===== config.mk =====
export PLATFORM = sky130hd
export DESIGN_NAME = pointer_move_slicer_core
export DESIGN_NICKNAME = d
export VERILOG_FILES = /design/src/hdl/pms_pkg.sv /design/src/hdl/pointer_move_slicer_core.sv /design/src/hdl/pms_front.sv /design/src/hdl/pms_queue.sv /design/src/hdl/pms_div.sv /design/src/hdl/pms_back.sv
export SDC_FILE = /design/constraint.sdc
export NUM_CORES = 1
export LEC_CHECK = 0
export BUFFER_PORTS_ARGS = -buffer_cell sky130_fd_sc_hd__buf_4
export CAP_MARGIN = 20
export CORE_MARGIN = 10
export CORE_UTILIZATION = 45
export DETAILED_ROUTE_END_ITERATION = 16
export SLEW_MARGIN = 5
export SYNTH_ARGS = -nofsm -noshare
export SYNTH_HDL_FRONTEND = slang
export SYNTH_HIERARCHICAL = 1
export SYNTH_SLANG_ARGS = --single-unit

===== constraint.sdc =====
create_clock -name clk -period 6.1 [get_ports clk]
set_input_delay 1.22 -clock clk [delete_from_list [all_inputs] [get_ports clk]]
set_output_delay 1.22 -clock clk [all_outputs]
set_load 0.005 [all_outputs]

===== src/hdl/pms_pkg.sv =====
// ----------------------------------------------------------------------------
// Pointer move slicer package
// Shared types and constants for the pointer move slicer core.
// ----------------------------------------------------------------------------
package pms_pkg;

  localparam int DELTA_W    = 8;
  localparam int DUR_W      = 16;
  localparam int POLL_W     = 8;
  localparam int PACE_W     = 4;
  localparam int CFG_IDX_W  = 2;
  localparam int CFG_DATA_W = 8;
  localparam int DIV_N_W    = 20;
  localparam int DIV_D_W    = 12;
  localparam int QUEUE_DEPTH = 2;

  localparam logic [CFG_IDX_W-1:0] CFG_POLL_INTERVAL = 2'd0;
  localparam logic [CFG_IDX_W-1:0] CFG_PACE_NUM      = 2'd1;
  localparam logic [CFG_IDX_W-1:0] CFG_PACE_DEN      = 2'd2;

  typedef struct packed {
    logic signed [DELTA_W-1:0] delta_x;
    logic signed [DELTA_W-1:0] delta_y;
    logic [DUR_W-1:0]          duration_ms;
  } pms_in_t;

  typedef struct packed {
    logic signed [DELTA_W-1:0] slice_x;
    logic signed [DELTA_W-1:0] slice_y;
    logic                      send_report;
    logic [DUR_W-1:0]          due_ms;
    logic                      last_slice;
  } pms_out_t;

  typedef struct packed {
    logic [POLL_W-1:0] poll_interval_ms;
    logic [PACE_W-1:0] pace_numerator;
    logic [PACE_W-1:0] pace_denominator;
  } pms_cfg_t;

  typedef struct packed {
    logic                neg_x;
    logic                neg_y;
    logic [DELTA_W-1:0]  mag_x;
    logic [DELTA_W-1:0]  mag_y;
    logic [DUR_W-1:0]    duration_ms;
    logic                zero_move;
    logic [DELTA_W-1:0]  pre_steps;
  } pms_job_t;

endpackage


===== src/hdl/pointer_move_slicer_core.sv =====
// ----------------------------------------------------------------------------
// Pointer move slicer core
// Splits a recorded pointer move into paced report slices.
// ----------------------------------------------------------------------------
// A move (delta_x, delta_y, duration_ms) is transferred in on a cycle where
// start is high and busy is low. Moves wait in a two-entry queue, so busy
// rises only when that queue is full.
// Each move yields one or more slices. A slice is shown on the slice port for
// exactly one cycle with slice_valid high; the receiver cannot stall it.
// A move with no motion gives its single slice in the cycle after it leaves
// the queue. Any other move first runs four divisions on a shared one-bit-
// per-cycle divider (pacing cap, then the x, y and time steps), one after
// another, before its first slice. Its slices then come out on consecutive
// cycles, one per step, with at most MAX_STEPS slices. A move therefore
// occupies the back end for its four divisions and then its slices.
// The configuration registers are written through cfg_we, cfg_index and
// cfg_data; the user must write them only while no move is in flight, and
// the block does not enforce this. Reset empties the queue, stops any move
// in progress and sets all three registers to 1.
// ----------------------------------------------------------------------------
module pointer_move_slicer_core import pms_pkg::*; #(
  parameter int MAX_STEPS = 64
) (
  input  logic                  clk,
  input  logic                  rst,
  input  logic                  start,
  output logic                  busy,
  input  pms_in_t               move,
  output logic                  slice_valid,
  output pms_out_t              slice,
  input  logic                  cfg_we,
  input  logic [CFG_IDX_W-1:0]  cfg_index,
  input  logic [CFG_DATA_W-1:0] cfg_data
);

  pms_cfg_t cfg;
  pms_job_t front_job;
  pms_job_t head;
  logic     full;
  logic     empty;
  logic     pop;

  always_ff @(posedge clk) begin
    if (rst) begin
      cfg.poll_interval_ms <= POLL_W'(1);
      cfg.pace_numerator   <= PACE_W'(1);
      cfg.pace_denominator <= PACE_W'(1);
    end else if (cfg_we) begin
      if (cfg_index == CFG_POLL_INTERVAL) begin
        cfg.poll_interval_ms <= cfg_data[POLL_W-1:0];
      end else if (cfg_index == CFG_PACE_NUM) begin
        cfg.pace_numerator <= cfg_data[PACE_W-1:0];
      end else if (cfg_index == CFG_PACE_DEN) begin
        cfg.pace_denominator <= cfg_data[PACE_W-1:0];
      end
    end
  end

  assign busy = full;

  pms_front u_front (
    .move (move),
    .job  (front_job)
  );

  pms_queue #(
    .DEPTH (QUEUE_DEPTH)
  ) u_queue (
    .clk       (clk),
    .rst       (rst),
    .push      (start),
    .push_data (front_job),
    .pop       (pop),
    .head      (head),
    .full      (full),
    .empty     (empty)
  );

  pms_back #(
    .MAX_STEPS (MAX_STEPS)
  ) u_back (
    .clk         (clk),
    .rst         (rst),
    .cfg         (cfg),
    .head        (head),
    .empty       (empty),
    .pop         (pop),
    .slice_valid (slice_valid),
    .slice       (slice)
  );

endmodule


===== src/hdl/pms_front.sv =====
// ----------------------------------------------------------------------------
// Pointer move slicer front end
// Classifies an incoming move and forms the job that the back end carries out.
// ----------------------------------------------------------------------------
module pms_front import pms_pkg::*; (
  input  pms_in_t  move,
  output pms_job_t job
);

  logic [DELTA_W-1:0] mag_x;
  logic [DELTA_W-1:0] mag_y;
  logic [DELTA_W-1:0] span;
  logic [DELTA_W-1:0] pre;

  always_comb begin
    mag_x = move.delta_x[DELTA_W-1] ? DELTA_W'(-move.delta_x) : DELTA_W'(move.delta_x);
    mag_y = move.delta_y[DELTA_W-1] ? DELTA_W'(-move.delta_y) : DELTA_W'(move.delta_y);
    span  = (mag_x > mag_y) ? mag_x : mag_y;
    if (move.duration_ms < DUR_W'(span)) begin
      pre = DELTA_W'(move.duration_ms);
    end else begin
      pre = span;
    end
    if (pre == '0) begin
      pre = DELTA_W'(1);
    end
    job.neg_x       = move.delta_x[DELTA_W-1];
    job.neg_y       = move.delta_y[DELTA_W-1];
    job.mag_x       = mag_x;
    job.mag_y       = mag_y;
    job.duration_ms = move.duration_ms;
    job.zero_move   = (span == '0);
    job.pre_steps   = pre;
  end

endmodule


===== src/hdl/pms_queue.sv =====
// ----------------------------------------------------------------------------
// Pointer move slicer job queue
// Short first-in first-out queue between the front end and the back end.
// ----------------------------------------------------------------------------
module pms_queue import pms_pkg::*; #(
  parameter int DEPTH = 2
) (
  input  logic     clk,
  input  logic     rst,
  input  logic     push,
  input  pms_job_t push_data,
  input  logic     pop,
  output pms_job_t head,
  output logic     full,
  output logic     empty
);

  localparam int PTR_W = (DEPTH > 1) ? $clog2(DEPTH) : 1;
  localparam int CNT_W = $clog2(DEPTH + 1);

  pms_job_t         entries [DEPTH];
  logic [PTR_W-1:0] wr_ptr;
  logic [PTR_W-1:0] rd_ptr;
  logic [CNT_W-1:0] count;

  assign full  = (count == CNT_W'(DEPTH));
  assign empty = (count == '0);
  assign head  = entries[rd_ptr];

  always_ff @(posedge clk) begin
    if (push && !full) begin
      entries[wr_ptr] <= push_data;
    end
  end

  always_ff @(posedge clk) begin
    if (rst) begin
      wr_ptr <= '0;
      rd_ptr <= '0;
      count  <= '0;
    end else begin
      if (push && !full) begin
        wr_ptr <= (wr_ptr == PTR_W'(DEPTH - 1)) ? '0 : wr_ptr + PTR_W'(1);
      end
      if (pop && !empty) begin
        rd_ptr <= (rd_ptr == PTR_W'(DEPTH - 1)) ? '0 : rd_ptr + PTR_W'(1);
      end
      if ((push && !full) && !(pop && !empty)) begin
        count <= count + CNT_W'(1);
      end else if (!(push && !full) && (pop && !empty)) begin
        count <= count - CNT_W'(1);
      end
    end
  end

endmodule


===== src/hdl/pms_div.sv =====
// ----------------------------------------------------------------------------
// Pointer move slicer divider
// Restoring unsigned divider that produces one quotient bit per cycle.
// ----------------------------------------------------------------------------
module pms_div import pms_pkg::*; (
  input  logic               clk,
  input  logic               rst,
  input  logic               start,
  input  logic [DIV_N_W-1:0] dividend,
  input  logic [DIV_D_W-1:0] divisor,
  output logic               done,
  output logic [DIV_N_W-1:0] quotient,
  output logic [DIV_D_W-1:0] remainder
);

  localparam int CNT_W = $clog2(DIV_N_W + 1);

  logic [DIV_N_W-1:0] quo;
  logic [DIV_D_W-1:0] rem;
  logic [DIV_D_W-1:0] dsr;
  logic [CNT_W-1:0]   cnt;
  logic               running;
  logic [DIV_D_W:0]   trial;
  logic               fits;
  logic [DIV_D_W:0]   diff;

  always_comb begin
    trial = {rem, quo[DIV_N_W-1]};
    fits  = (trial >= {1'b0, dsr});
    diff  = trial - {1'b0, dsr};
  end

  assign quotient  = quo;
  assign remainder = rem;

  always_ff @(posedge clk) begin
    if (start) begin
      quo <= dividend;
      rem <= '0;
      dsr <= divisor;
    end else if (running) begin
      quo <= {quo[DIV_N_W-2:0], fits};
      rem <= fits ? diff[DIV_D_W-1:0] : trial[DIV_D_W-1:0];
    end
  end

  always_ff @(posedge clk) begin
    if (rst) begin
      running <= 1'b0;
      cnt     <= '0;
      done    <= 1'b0;
    end else begin
      done <= !start && running && (cnt == CNT_W'(1));
      if (start) begin
        running <= 1'b1;
        cnt     <= CNT_W'(DIV_N_W);
      end else if (running) begin
        cnt <= cnt - CNT_W'(1);
        if (cnt == CNT_W'(1)) begin
          running <= 1'b0;
        end
      end
    end
  end

endmodule


===== src/hdl/pms_back.sv =====
// ----------------------------------------------------------------------------
// Pointer move slicer back end
// Works out the step count and per-slice quotients, then emits the slices.
// ----------------------------------------------------------------------------
module pms_back import pms_pkg::*; #(
  parameter int MAX_STEPS = 64
) (
  input  logic     clk,
  input  logic     rst,
  input  pms_cfg_t cfg,
  input  pms_job_t head,
  input  logic     empty,
  output logic     pop,
  output logic     slice_valid,
  output pms_out_t slice
);

  localparam int STEP_W = $clog2(MAX_STEPS + 1);

  typedef enum logic [2:0] {
    S_IDLE,
    S_DIV_CAP,
    S_DIV_X,
    S_DIV_Y,
    S_DIV_D,
    S_SLICE
  } state_t;

  state_t             state;
  pms_job_t           job;
  logic [STEP_W-1:0]  steps;
  logic [STEP_W-1:0]  k;
  logic [DELTA_W-1:0] q0x;
  logic [DELTA_W-1:0] q0y;
  logic [DUR_W-1:0]   q0d;
  logic [STEP_W-1:0]  r0x;
  logic [STEP_W-1:0]  r0y;
  logic [STEP_W-1:0]  r0d;
  logic [STEP_W-1:0]  rx;
  logic [STEP_W-1:0]  ry;
  logic [STEP_W-1:0]  rd;
  logic [DUR_W-1:0]   qd;

  logic               div_start;
  logic               div_start_next;
  logic               slice_valid_next;
  logic               div_done;
  logic [DIV_N_W-1:0] div_dividend;
  logic [DIV_D_W-1:0] div_divisor;
  logic [DIV_N_W-1:0] div_quotient;
  logic [DIV_D_W-1:0] div_remainder;

  logic [POLL_W-1:0]  poll_eff;
  logic [PACE_W-1:0]  num_eff;
  logic [DIV_N_W-1:0] cap_eff;
  logic [DIV_N_W-1:0] lim;
  logic [STEP_W-1:0]  steps_calc;

  logic [STEP_W:0]    sum_x;
  logic [STEP_W:0]    sum_y;
  logic [STEP_W:0]    sum_d;
  logic               carry_x;
  logic               carry_y;
  logic               carry_d;
  logic [DELTA_W-1:0] mag_sx;
  logic [DELTA_W-1:0] mag_sy;
  logic [DELTA_W-1:0] val_x;
  logic [DELTA_W-1:0] val_y;
  logic [DUR_W-1:0]   due_next;

  pms_div u_div (
    .clk       (clk),
    .rst       (rst),
    .start     (div_start),
    .dividend  (div_dividend),
    .divisor   (div_divisor),
    .done      (div_done),
    .quotient  (div_quotient),
    .remainder (div_remainder)
  );

  always_comb begin
    poll_eff = (cfg.poll_interval_ms == '0) ? POLL_W'(1) : cfg.poll_interval_ms;
    num_eff  = (cfg.pace_numerator == '0) ? PACE_W'(1) : cfg.pace_numerator;
    unique case (state)
      S_DIV_CAP: begin
        div_dividend = DIV_N_W'(job.duration_ms) * DIV_N_W'(cfg.pace_denominator);
        div_divisor  = DIV_D_W'(poll_eff) * DIV_D_W'(num_eff);
      end
      S_DIV_X: begin
        div_dividend = DIV_N_W'(job.mag_x);
        div_divisor  = DIV_D_W'(steps);
      end
      S_DIV_Y: begin
        div_dividend = DIV_N_W'(job.mag_y);
        div_divisor  = DIV_D_W'(steps);
      end
      S_DIV_D: begin
        div_dividend = DIV_N_W'(job.duration_ms);
        div_divisor  = DIV_D_W'(steps);
      end
      default: begin
        div_dividend = '0;
        div_divisor  = DIV_D_W'(1);
      end
    endcase
  end

  always_comb begin
    div_start_next   = 1'b0;
    slice_valid_next = 1'b0;
    unique case (state)
      S_IDLE: begin
        div_start_next   = !empty && !head.zero_move;
        slice_valid_next = !empty && head.zero_move;
      end
      S_DIV_CAP, S_DIV_X, S_DIV_Y: begin
        div_start_next = div_done;
      end
      S_SLICE: begin
        slice_valid_next = 1'b1;
      end
      default: ;
    endcase
  end

  always_comb begin
    cap_eff = (div_quotient == '0) ? DIV_N_W'(1) : div_quotient;
    lim     = cap_eff;
    if (DIV_N_W'(job.pre_steps) < lim) begin
      lim = DIV_N_W'(job.pre_steps);
    end
    if (DIV_N_W'(MAX_STEPS) < lim) begin
      lim = DIV_N_W'(MAX_STEPS);
    end
    steps_calc = lim[STEP_W-1:0];
  end

  always_comb begin
    sum_x    = {1'b0, rx} + {1'b0, r0x};
    sum_y    = {1'b0, ry} + {1'b0, r0y};
    sum_d    = {1'b0, rd} + {1'b0, r0d};
    carry_x  = (sum_x >= {1'b0, steps});
    carry_y  = (sum_y >= {1'b0, steps});
    carry_d  = (sum_d >= {1'b0, steps});
    mag_sx   = q0x + DELTA_W'(carry_x);
    mag_sy   = q0y + DELTA_W'(carry_y);
    val_x    = job.neg_x ? DELTA_W'(-mag_sx) : mag_sx;
    val_y    = job.neg_y ? DELTA_W'(-mag_sy) : mag_sy;
    due_next = qd + q0d + DUR_W'(carry_d);
  end

  assign pop = (state == S_IDLE) && !empty;

  always_ff @(posedge clk) begin
    if (rst) begin
      state       <= S_IDLE;
      div_start   <= 1'b0;
      slice_valid <= 1'b0;
    end else begin
      div_start   <= div_start_next;
      slice_valid <= slice_valid_next;
      unique case (state)
        S_IDLE: begin
          if (!empty) begin
            job <= head;
            if (head.zero_move) begin
              slice.slice_x     <= '0;
              slice.slice_y     <= '0;
              slice.send_report <= 1'b0;
              slice.due_ms      <= head.duration_ms;
              slice.last_slice  <= 1'b1;
            end else begin
              state <= S_DIV_CAP;
            end
          end
        end
        S_DIV_CAP: begin
          if (div_done) begin
            steps <= steps_calc;
            state <= S_DIV_X;
          end
        end
        S_DIV_X: begin
          if (div_done) begin
            q0x   <= div_quotient[DELTA_W-1:0];
            r0x   <= div_remainder[STEP_W-1:0];
            state <= S_DIV_Y;
          end
        end
        S_DIV_Y: begin
          if (div_done) begin
            q0y   <= div_quotient[DELTA_W-1:0];
            r0y   <= div_remainder[STEP_W-1:0];
            state <= S_DIV_D;
          end
        end
        S_DIV_D: begin
          if (div_done) begin
            q0d   <= div_quotient[DUR_W-1:0];
            r0d   <= div_remainder[STEP_W-1:0];
            rx    <= '0;
            ry    <= '0;
            rd    <= '0;
            qd    <= '0;
            k     <= STEP_W'(1);
            state <= S_SLICE;
          end
        end
        S_SLICE: begin
          slice.slice_x     <= val_x;
          slice.slice_y     <= val_y;
          slice.send_report <= (val_x != '0) || (val_y != '0);
          slice.due_ms      <= due_next;
          slice.last_slice  <= (k == steps);
          rx <= carry_x ? STEP_W'(sum_x - {1'b0, steps}) : sum_x[STEP_W-1:0];
          ry <= carry_y ? STEP_W'(sum_y - {1'b0, steps}) : sum_y[STEP_W-1:0];
          rd <= carry_d ? STEP_W'(sum_d - {1'b0, steps}) : sum_d[STEP_W-1:0];
          qd <= due_next;
          if (k == steps) begin
            state <= S_IDLE;
          end else begin
            k <= k + STEP_W'(1);
          end
        end
        default: begin
          state <= S_IDLE;
        end
      endcase
    end
  end

endmodule


Word level (Yosys, flattened, before mapping)
Memory sizes are Yosys's and may differ from the RTL's. A register that Yosys moved wholly into a read port is not among the register bits.
Cells that the tools add are included.
{ "classes": {"addsub": 21, "n_mul": 2, "div": 0, "magnitude_cmp": 8, "eq_ne": 19, "shifts": 0, "muxes": 54, "bitwise": 4, "n_reduce_logical": 45} }
{ "op_table": {"columns": ["cell", "count"], "rows": [
  ["two-way mux 20 bit", 4],
  ["one-hot mux 20 bit (4 select lines)", 1],
  ["two-way mux 34 bit", 2],
  ["one-hot mux 34 bit (2 select lines)", 1],
  ["two-way mux 8 bit", 8],
  ["one-hot mux 7 bit (2 select lines)", 4],
  ["two-way mux 7 bit", 6],
  ["negator 8 bit", 4],
  ["one-hot mux 16 bit (2 select lines)", 1],
  ["adder 7 x 7 -> 8 bit", 3],
  ["greater-or-equal comparator 8 x 7 -> 1 bit", 3],
  ["logical NOT 8 bit", 3],
  ["one-hot mux 12 bit (2 select lines)", 1],
  ["two-way mux 3 bit", 7],
  ["AND reduction 3 bit", 7],
  ["subtractor 7 bit", 3],
  ["logical NOT 20 bit", 1],
  ["< comparator 7 x 20 -> 1 bit (first input constant)", 1],
  ["< comparator 8 x 20 -> 1 bit", 1],
  ["multiplier 16 x 4 -> 20 bit", 1],
  ["one-hot mux 3 bit (6 select lines)", 1],
  ["adder 16 x 1 -> 16 bit", 1],
  ["adder 16 bit", 1],
  ["adder 8 x 1 -> 8 bit", 2],
  ["40 further kinds", 86]
]} }
{ "totals": {"register_bits": 256, "latch_bits": 0, "ram_bits": 86, "mem_bits_ro": 0, "inputBits": 46, "memories": 1} }
{ "mem_list": {"columns": ["name", "words", "word_bits", "rd", "rd_clocked_by_memory_dff", "write_ports", "line_no", "source"], "rows": [
  ["u_queue.entries", 2, 43, 1, 1, 1, "pms_queue.sv:21", "pms_job_t entries [DEPTH];"]
]} }

Longest topological paths before layout
{ "logic_depth": {"ltp_word": 8, "ltp_mapped": 25, "ltp_nobuf": 24} }

Modules after synthesis
Netlist, hierarchy kept.
{ "by_module_without_submodules": {"columns": ["mod", "n_inst", "cells_each", "area_per_inst_um2", "seq_area_each_um2"], "rows": [
  ["pms_back", 1, 1252, 13055.0, 5505.3],
  ["pms_queue", 1, 159, 3316.9, 2682.6],
  ["pms_div", 1, 238, 2746.4, 1341.3],
  ["pms_front", 1, 184, 1335.0, 0.0],
  ["pointer_move_slicer_core", 1, 64, 674.4, 320.3]
]} }

Least setup slack after synthesis
Ideal clock, no wire load.
{ "synth_timing": {"kind": "in2reg", "startpoint": "input port rst", "endpoint": "register u_back/job[0] in the netlist's numbering, enable pin", "arrival_time_ns": 5.470, "required_ns": 5.554, "slack_ns": 0.084, "cell_stages": 2, "path_buffers": 1, "cell_sequence": "clkbuf_1 nor4_1"} }
{ "synth_via": {"elab_chain_len": 2} }
{ "synth_rtl": {"columns": ["element", "line_no", "source"], "rows": [
  ["start: declaration", "pointer_move_slicer_core.sv:25", "input logic rst,"],
  ["NOT 1 bit (no line)", null, null],
  ["AND reduction 3 bit (no line)", null, null],
  ["end signal: assignment", "pms_back.sv:166", "job <= head;"],
  ["end: declaration", "pms_back.sv:30", "pms_job_t job;"]
]} }
No other way between the ends.
A chain may end at the register's enable or synchronous reset.

Final worst setup path
{ "layout_timing": {"startpoint": "register u_back.r0d[0]", "endpoint": "register u_back/slice[15] (netlist name)"} }
{ "layout_via": {"elab_chain_len": 4} }
{ "layout_rtl": {"columns": ["element", "line_no", "source"], "rows": [
  ["start: declaration", "pms_back.sv:38", "logic [STEP_W-1:0] r0d;"],
  ["start signal: assignment", "pms_back.sv:201", "r0d <= div_remainder[STEP_W-1:0];"],
  ["adder 7 x 7 -> 8 bit", "pms_back.sv:142", "sum_d = {1'b0, rd} + {1'b0, r0d};"],
  ["greater-or-equal comparator 8 x 7 -> 1 bit", "pms_back.sv:145", "carry_d = (sum_d >= {1'b0, steps});"],
  ["adder 16 x 1 -> 16 bit", "pms_back.sv:150", "due_next = qd + q0d + DUR_W'(carry_d);"],
  ["one-hot mux 34 bit (2 select lines)", "pms_back.sv:163", "unique case (state)"]
]} }
No other way between the ends.

==> metrics.txt <==
Vias=about 14000; Final Power=7.75 mW; # setup viols final=0; Tot GR Track Use=0.170; Final WS setup=0.771 ns; DR iter-0 viols=829; commonest non-fill, non-tap cell in the layout=edfxtp_1; worst hold margin=between 0.4 and 0.5 ns; crit-path max FO=3; Fmax=between 150 and 200 MHz; CTS resizes=0; Clock power frac=0.315; die area=between 50000 and 60000 um^2; Leakage=9.25 nW; Final ANT Viol Nets=0; EDFF count, synth=298; Post-Syn Nets=2134; post-synth top area share=0.424; total clock sinks=approximately 340; clock skew=just over 0.02 ns; Yosys top cell by area=edfxtp_1; Final Hold Fails=0; Ys Warns=6; DIE HEIGHT=approximately 240 um; placed cells=approximately 2500; DRC violations left=0; routed vias/inst=5.47; Switching Power=around 2.4 mW; most frequent cells in the layout=edfxtp_1 (298), nand2_1 (146), inv_1 (145); first-pass GRT wire length=between 70000 and 80000 um; Post-Syn Area=21100 um^2; worst path arrival time=about 5.6 ns; postcts setup bufs=0; Starting Density=0.455; Cell Pwr Density=between 300 and 400 nW/um^2; Seq/Total Area, Yosys=0.466; Int Power=5.38 mW; site row count=79; Area Overhead vs Synth=11.5%; CTS clock-pin slew for the worst setup and hold paths=0.06 ns; # H-tree levels=2; pin count of the biggest net entering global routing=51; worst skew pair latency=around 0.56 ns; Gate Count Post-Synth=roughly 1900; post-route insts no fill=between 2000 and 3000; post-route setup TNS=0 ns; hold_buf cts=0; Slew @ Worst Pin=between 0.9 and 1 ns; Die Wd=around 240 um; worst hold path class=reg -> reg; GRT overflow=0; worst path required time=around 6.4 ns; max-slew violation count=0; initial antenna violation count=0; MaxCap Viol Count=0; post-detail-place hpwl=about 35000 um; drt pass-1 iters=5; combinational power share=0.256; status=complete, no violations; RSZ-0062 raised after global routing=no; gpl congestion=around 0.88; io pins=82; CTS Buf Count=39; Nets=roughly 2200; ranking of synthesized cells by area=edfxtp_1 (42%), ha_1 (8.4%), fa_1 (4.6%); syn avg cell area=approximately 11 um^2; setup slack after placement=0.339 ns; count of different cell masters after synthesis=98; minimum clock period=5.33 ns; Synth async-reset ratio=0; final period utilization=0.874; WL final=around 48000 um; deepest clock path buffer count=3; Port Buffer Count=between 80 and 90; CORE AREA=46500 um^2; Main synth FF type=edfxtp_1; sequential power share=0.429; Worst Setup Start Kind=flop; fraction of layout instances using a drive strength above 1=0.143; CTS tree=yes; Slew headroom=0.349; Root Buffer=clkbuf_16; vias in the first global route=about 14000; worst vdd ir=approximately 0.00024 V; critical path type=reg -> reg; post-DR wirelength/cell=18.6 um; r2r setup slk=0.77 ns; crit end category=flop; flops & latches, synth=343; Switching Share=0.306
-- registers in the layout, summed over array words and instances, names as in the netlist, 2 cells and up, named ones only --
| register | count |
|---|---|
| u_back/q0x | 8 |
| u_queue/entries | 86 |
| u_back/q0d | 16 |
| u_back/slice | 34 |
| u_back/k | 7 |
| u_back/u_div/dsr | 12 |
| u_back/r0x | 7 |
| u_back/u_div/cnt | 5 |
| u_back/rd | 7 |
| u_back/steps | 7 |
| u_back/u_div/quotient | 20 |
| u_back/state | 3 |
| u_back/job | 42 |
| u_back/q0y | 8 |
| u_queue/count | 2 |
| u_back/ry | 7 |
| u_back/qd | 16 |
| u_back/r0y | 7 |
| u_back/rx | 7 |
| u_back/u_div/remainder | 12 |
| u_back/r0d | 7 |
| cfg | 16 |
-- final timing paths --
| check | from | end | cells after the start |
|---|---|---|---|
| worst min-delay path | u_back/u_div/remainder[7]$_SDFFE_PP0P_ | u_back/u_div/remainder[7]$_SDFFE_PP0P_ | 2 |
| worst min register to register | u_back/u_div/remainder[7]$_SDFFE_PP0P_ | u_back/u_div/remainder[7]$_SDFFE_PP0P_ | 2 |
| worst max-delay path | u_back/r0d[0]$_DFFE_PP_ | u_back/slice[15]$_DFFE_PP_ | 24 |
| worst max register to register | u_back/r0d[0]$_DFFE_PP_ | u_back/slice[15]$_DFFE_PP_ | 24 |
-- critical path, cell delays in order (launching register included) --
cell and delay, ns:
edfxtp_1 0.32, ha_1 0.17, inv_1 0.06, fa_1 0.40, inv_1 0.07, a21oi_1 0.06
o21ai_0 0.30, a21o_1 0.17, a21oi_1 0.07, xor2_1 0.18, inv_1 0.06, ha_1 0.32
nand2_1 0.08, nand2_1 0.05, a31oi_1 0.14, o21ai_1 0.16, fa_1 0.43, fa_1 0.45
a211oi_2 0.28, o21bai_1 0.17, a2111oi_2 0.50, o31ai_1 0.15, a21oi_1 0.19, xor2_1 0.19
o21ai_0 0.09
-- metal layers --
metal  vias up  GRT usage  wire (um)
met1      6937      0.219      21900
met3        64     0.0218       1630
met2       221      0.292      23500
li1       6964          -          -
met4         0     0.0531       1150
met5         -          0          0
-- Yosys cell counts, drive strengths merged (4+ instances only) --
library cell,number
edfxtp,298
inv,147
nand2,146
ha,142
nor2,110
a21oi,89
o21ai,87
mux2,67
xnor2,65
fa,49
mux2i,48
xor2,47
clkbuf,46
dfxtp,45
and2,42
nand3,39
buf,37
nand2b,37
nor3,35
a21o,34
nor2b,33
a211oi,20
o31ai,17
o22ai,15
nor4,14
o21a,13
o21bai,13
a31oi,12
a22oi,11
nand4,11
nor3b,11
or3,11
o211ai,9
a41oi,8
and3,8
or2,8
o2111ai,6
a22o,5
and4,5
nor4b,5
a211o,4
and3b,4
-- power by group through the flow --
stage	clock network (mW)	registers (mW)	logic (mW)
2_1_floorplan	0	3.25	1.52
3_3_place_gp	0	3.38	1.95
3_5_place_dp	0	3.38	1.98
4_1_cts	2.51	3.33	2.00
5_1_grt	2.59	3.37	2.20
6_report	2.44	3.33	1.98
-- cells by family after synthesis --
logic type	Yosys count	synth area share
AND/OR/NAND/NOR	528	0.129
AO/OA/AOI/OAI	378	0.121
flip-flops	343	0.466
buffers and inverters	230	0.0483
adder cells (fa/ha/maj)	191	0.131
multiplexers	115	0.0586
XOR/XNOR	112	0.0471
-- final cells by class --
cell class	instances	area, um^2
Antenna cell	1	2.50
Clock buffer	48	1070
Clock inverter	21	259
Fill cell	4145	22900
Inverter	147	552
Multi-Input combinational cell	1324	10300
Sequential cell	343	9850
Tap cell	607	759
Timing Repair Buffer	101	758
-- per-stage QoR --
| step | cell area [um^2] | utilization |
|---|---|---|
| after floorplan | 21100 | - |
| after CTS | 23500 | 0.507 |
| final | 23600 | 0.507 |
| after global placement | 22200 | 0.478 |
| after global routing | 23600 | 0.507 |
| after detailed placement | 22200 | 0.478 |
No activity file was read; power rests on OpenSTA's default activity.
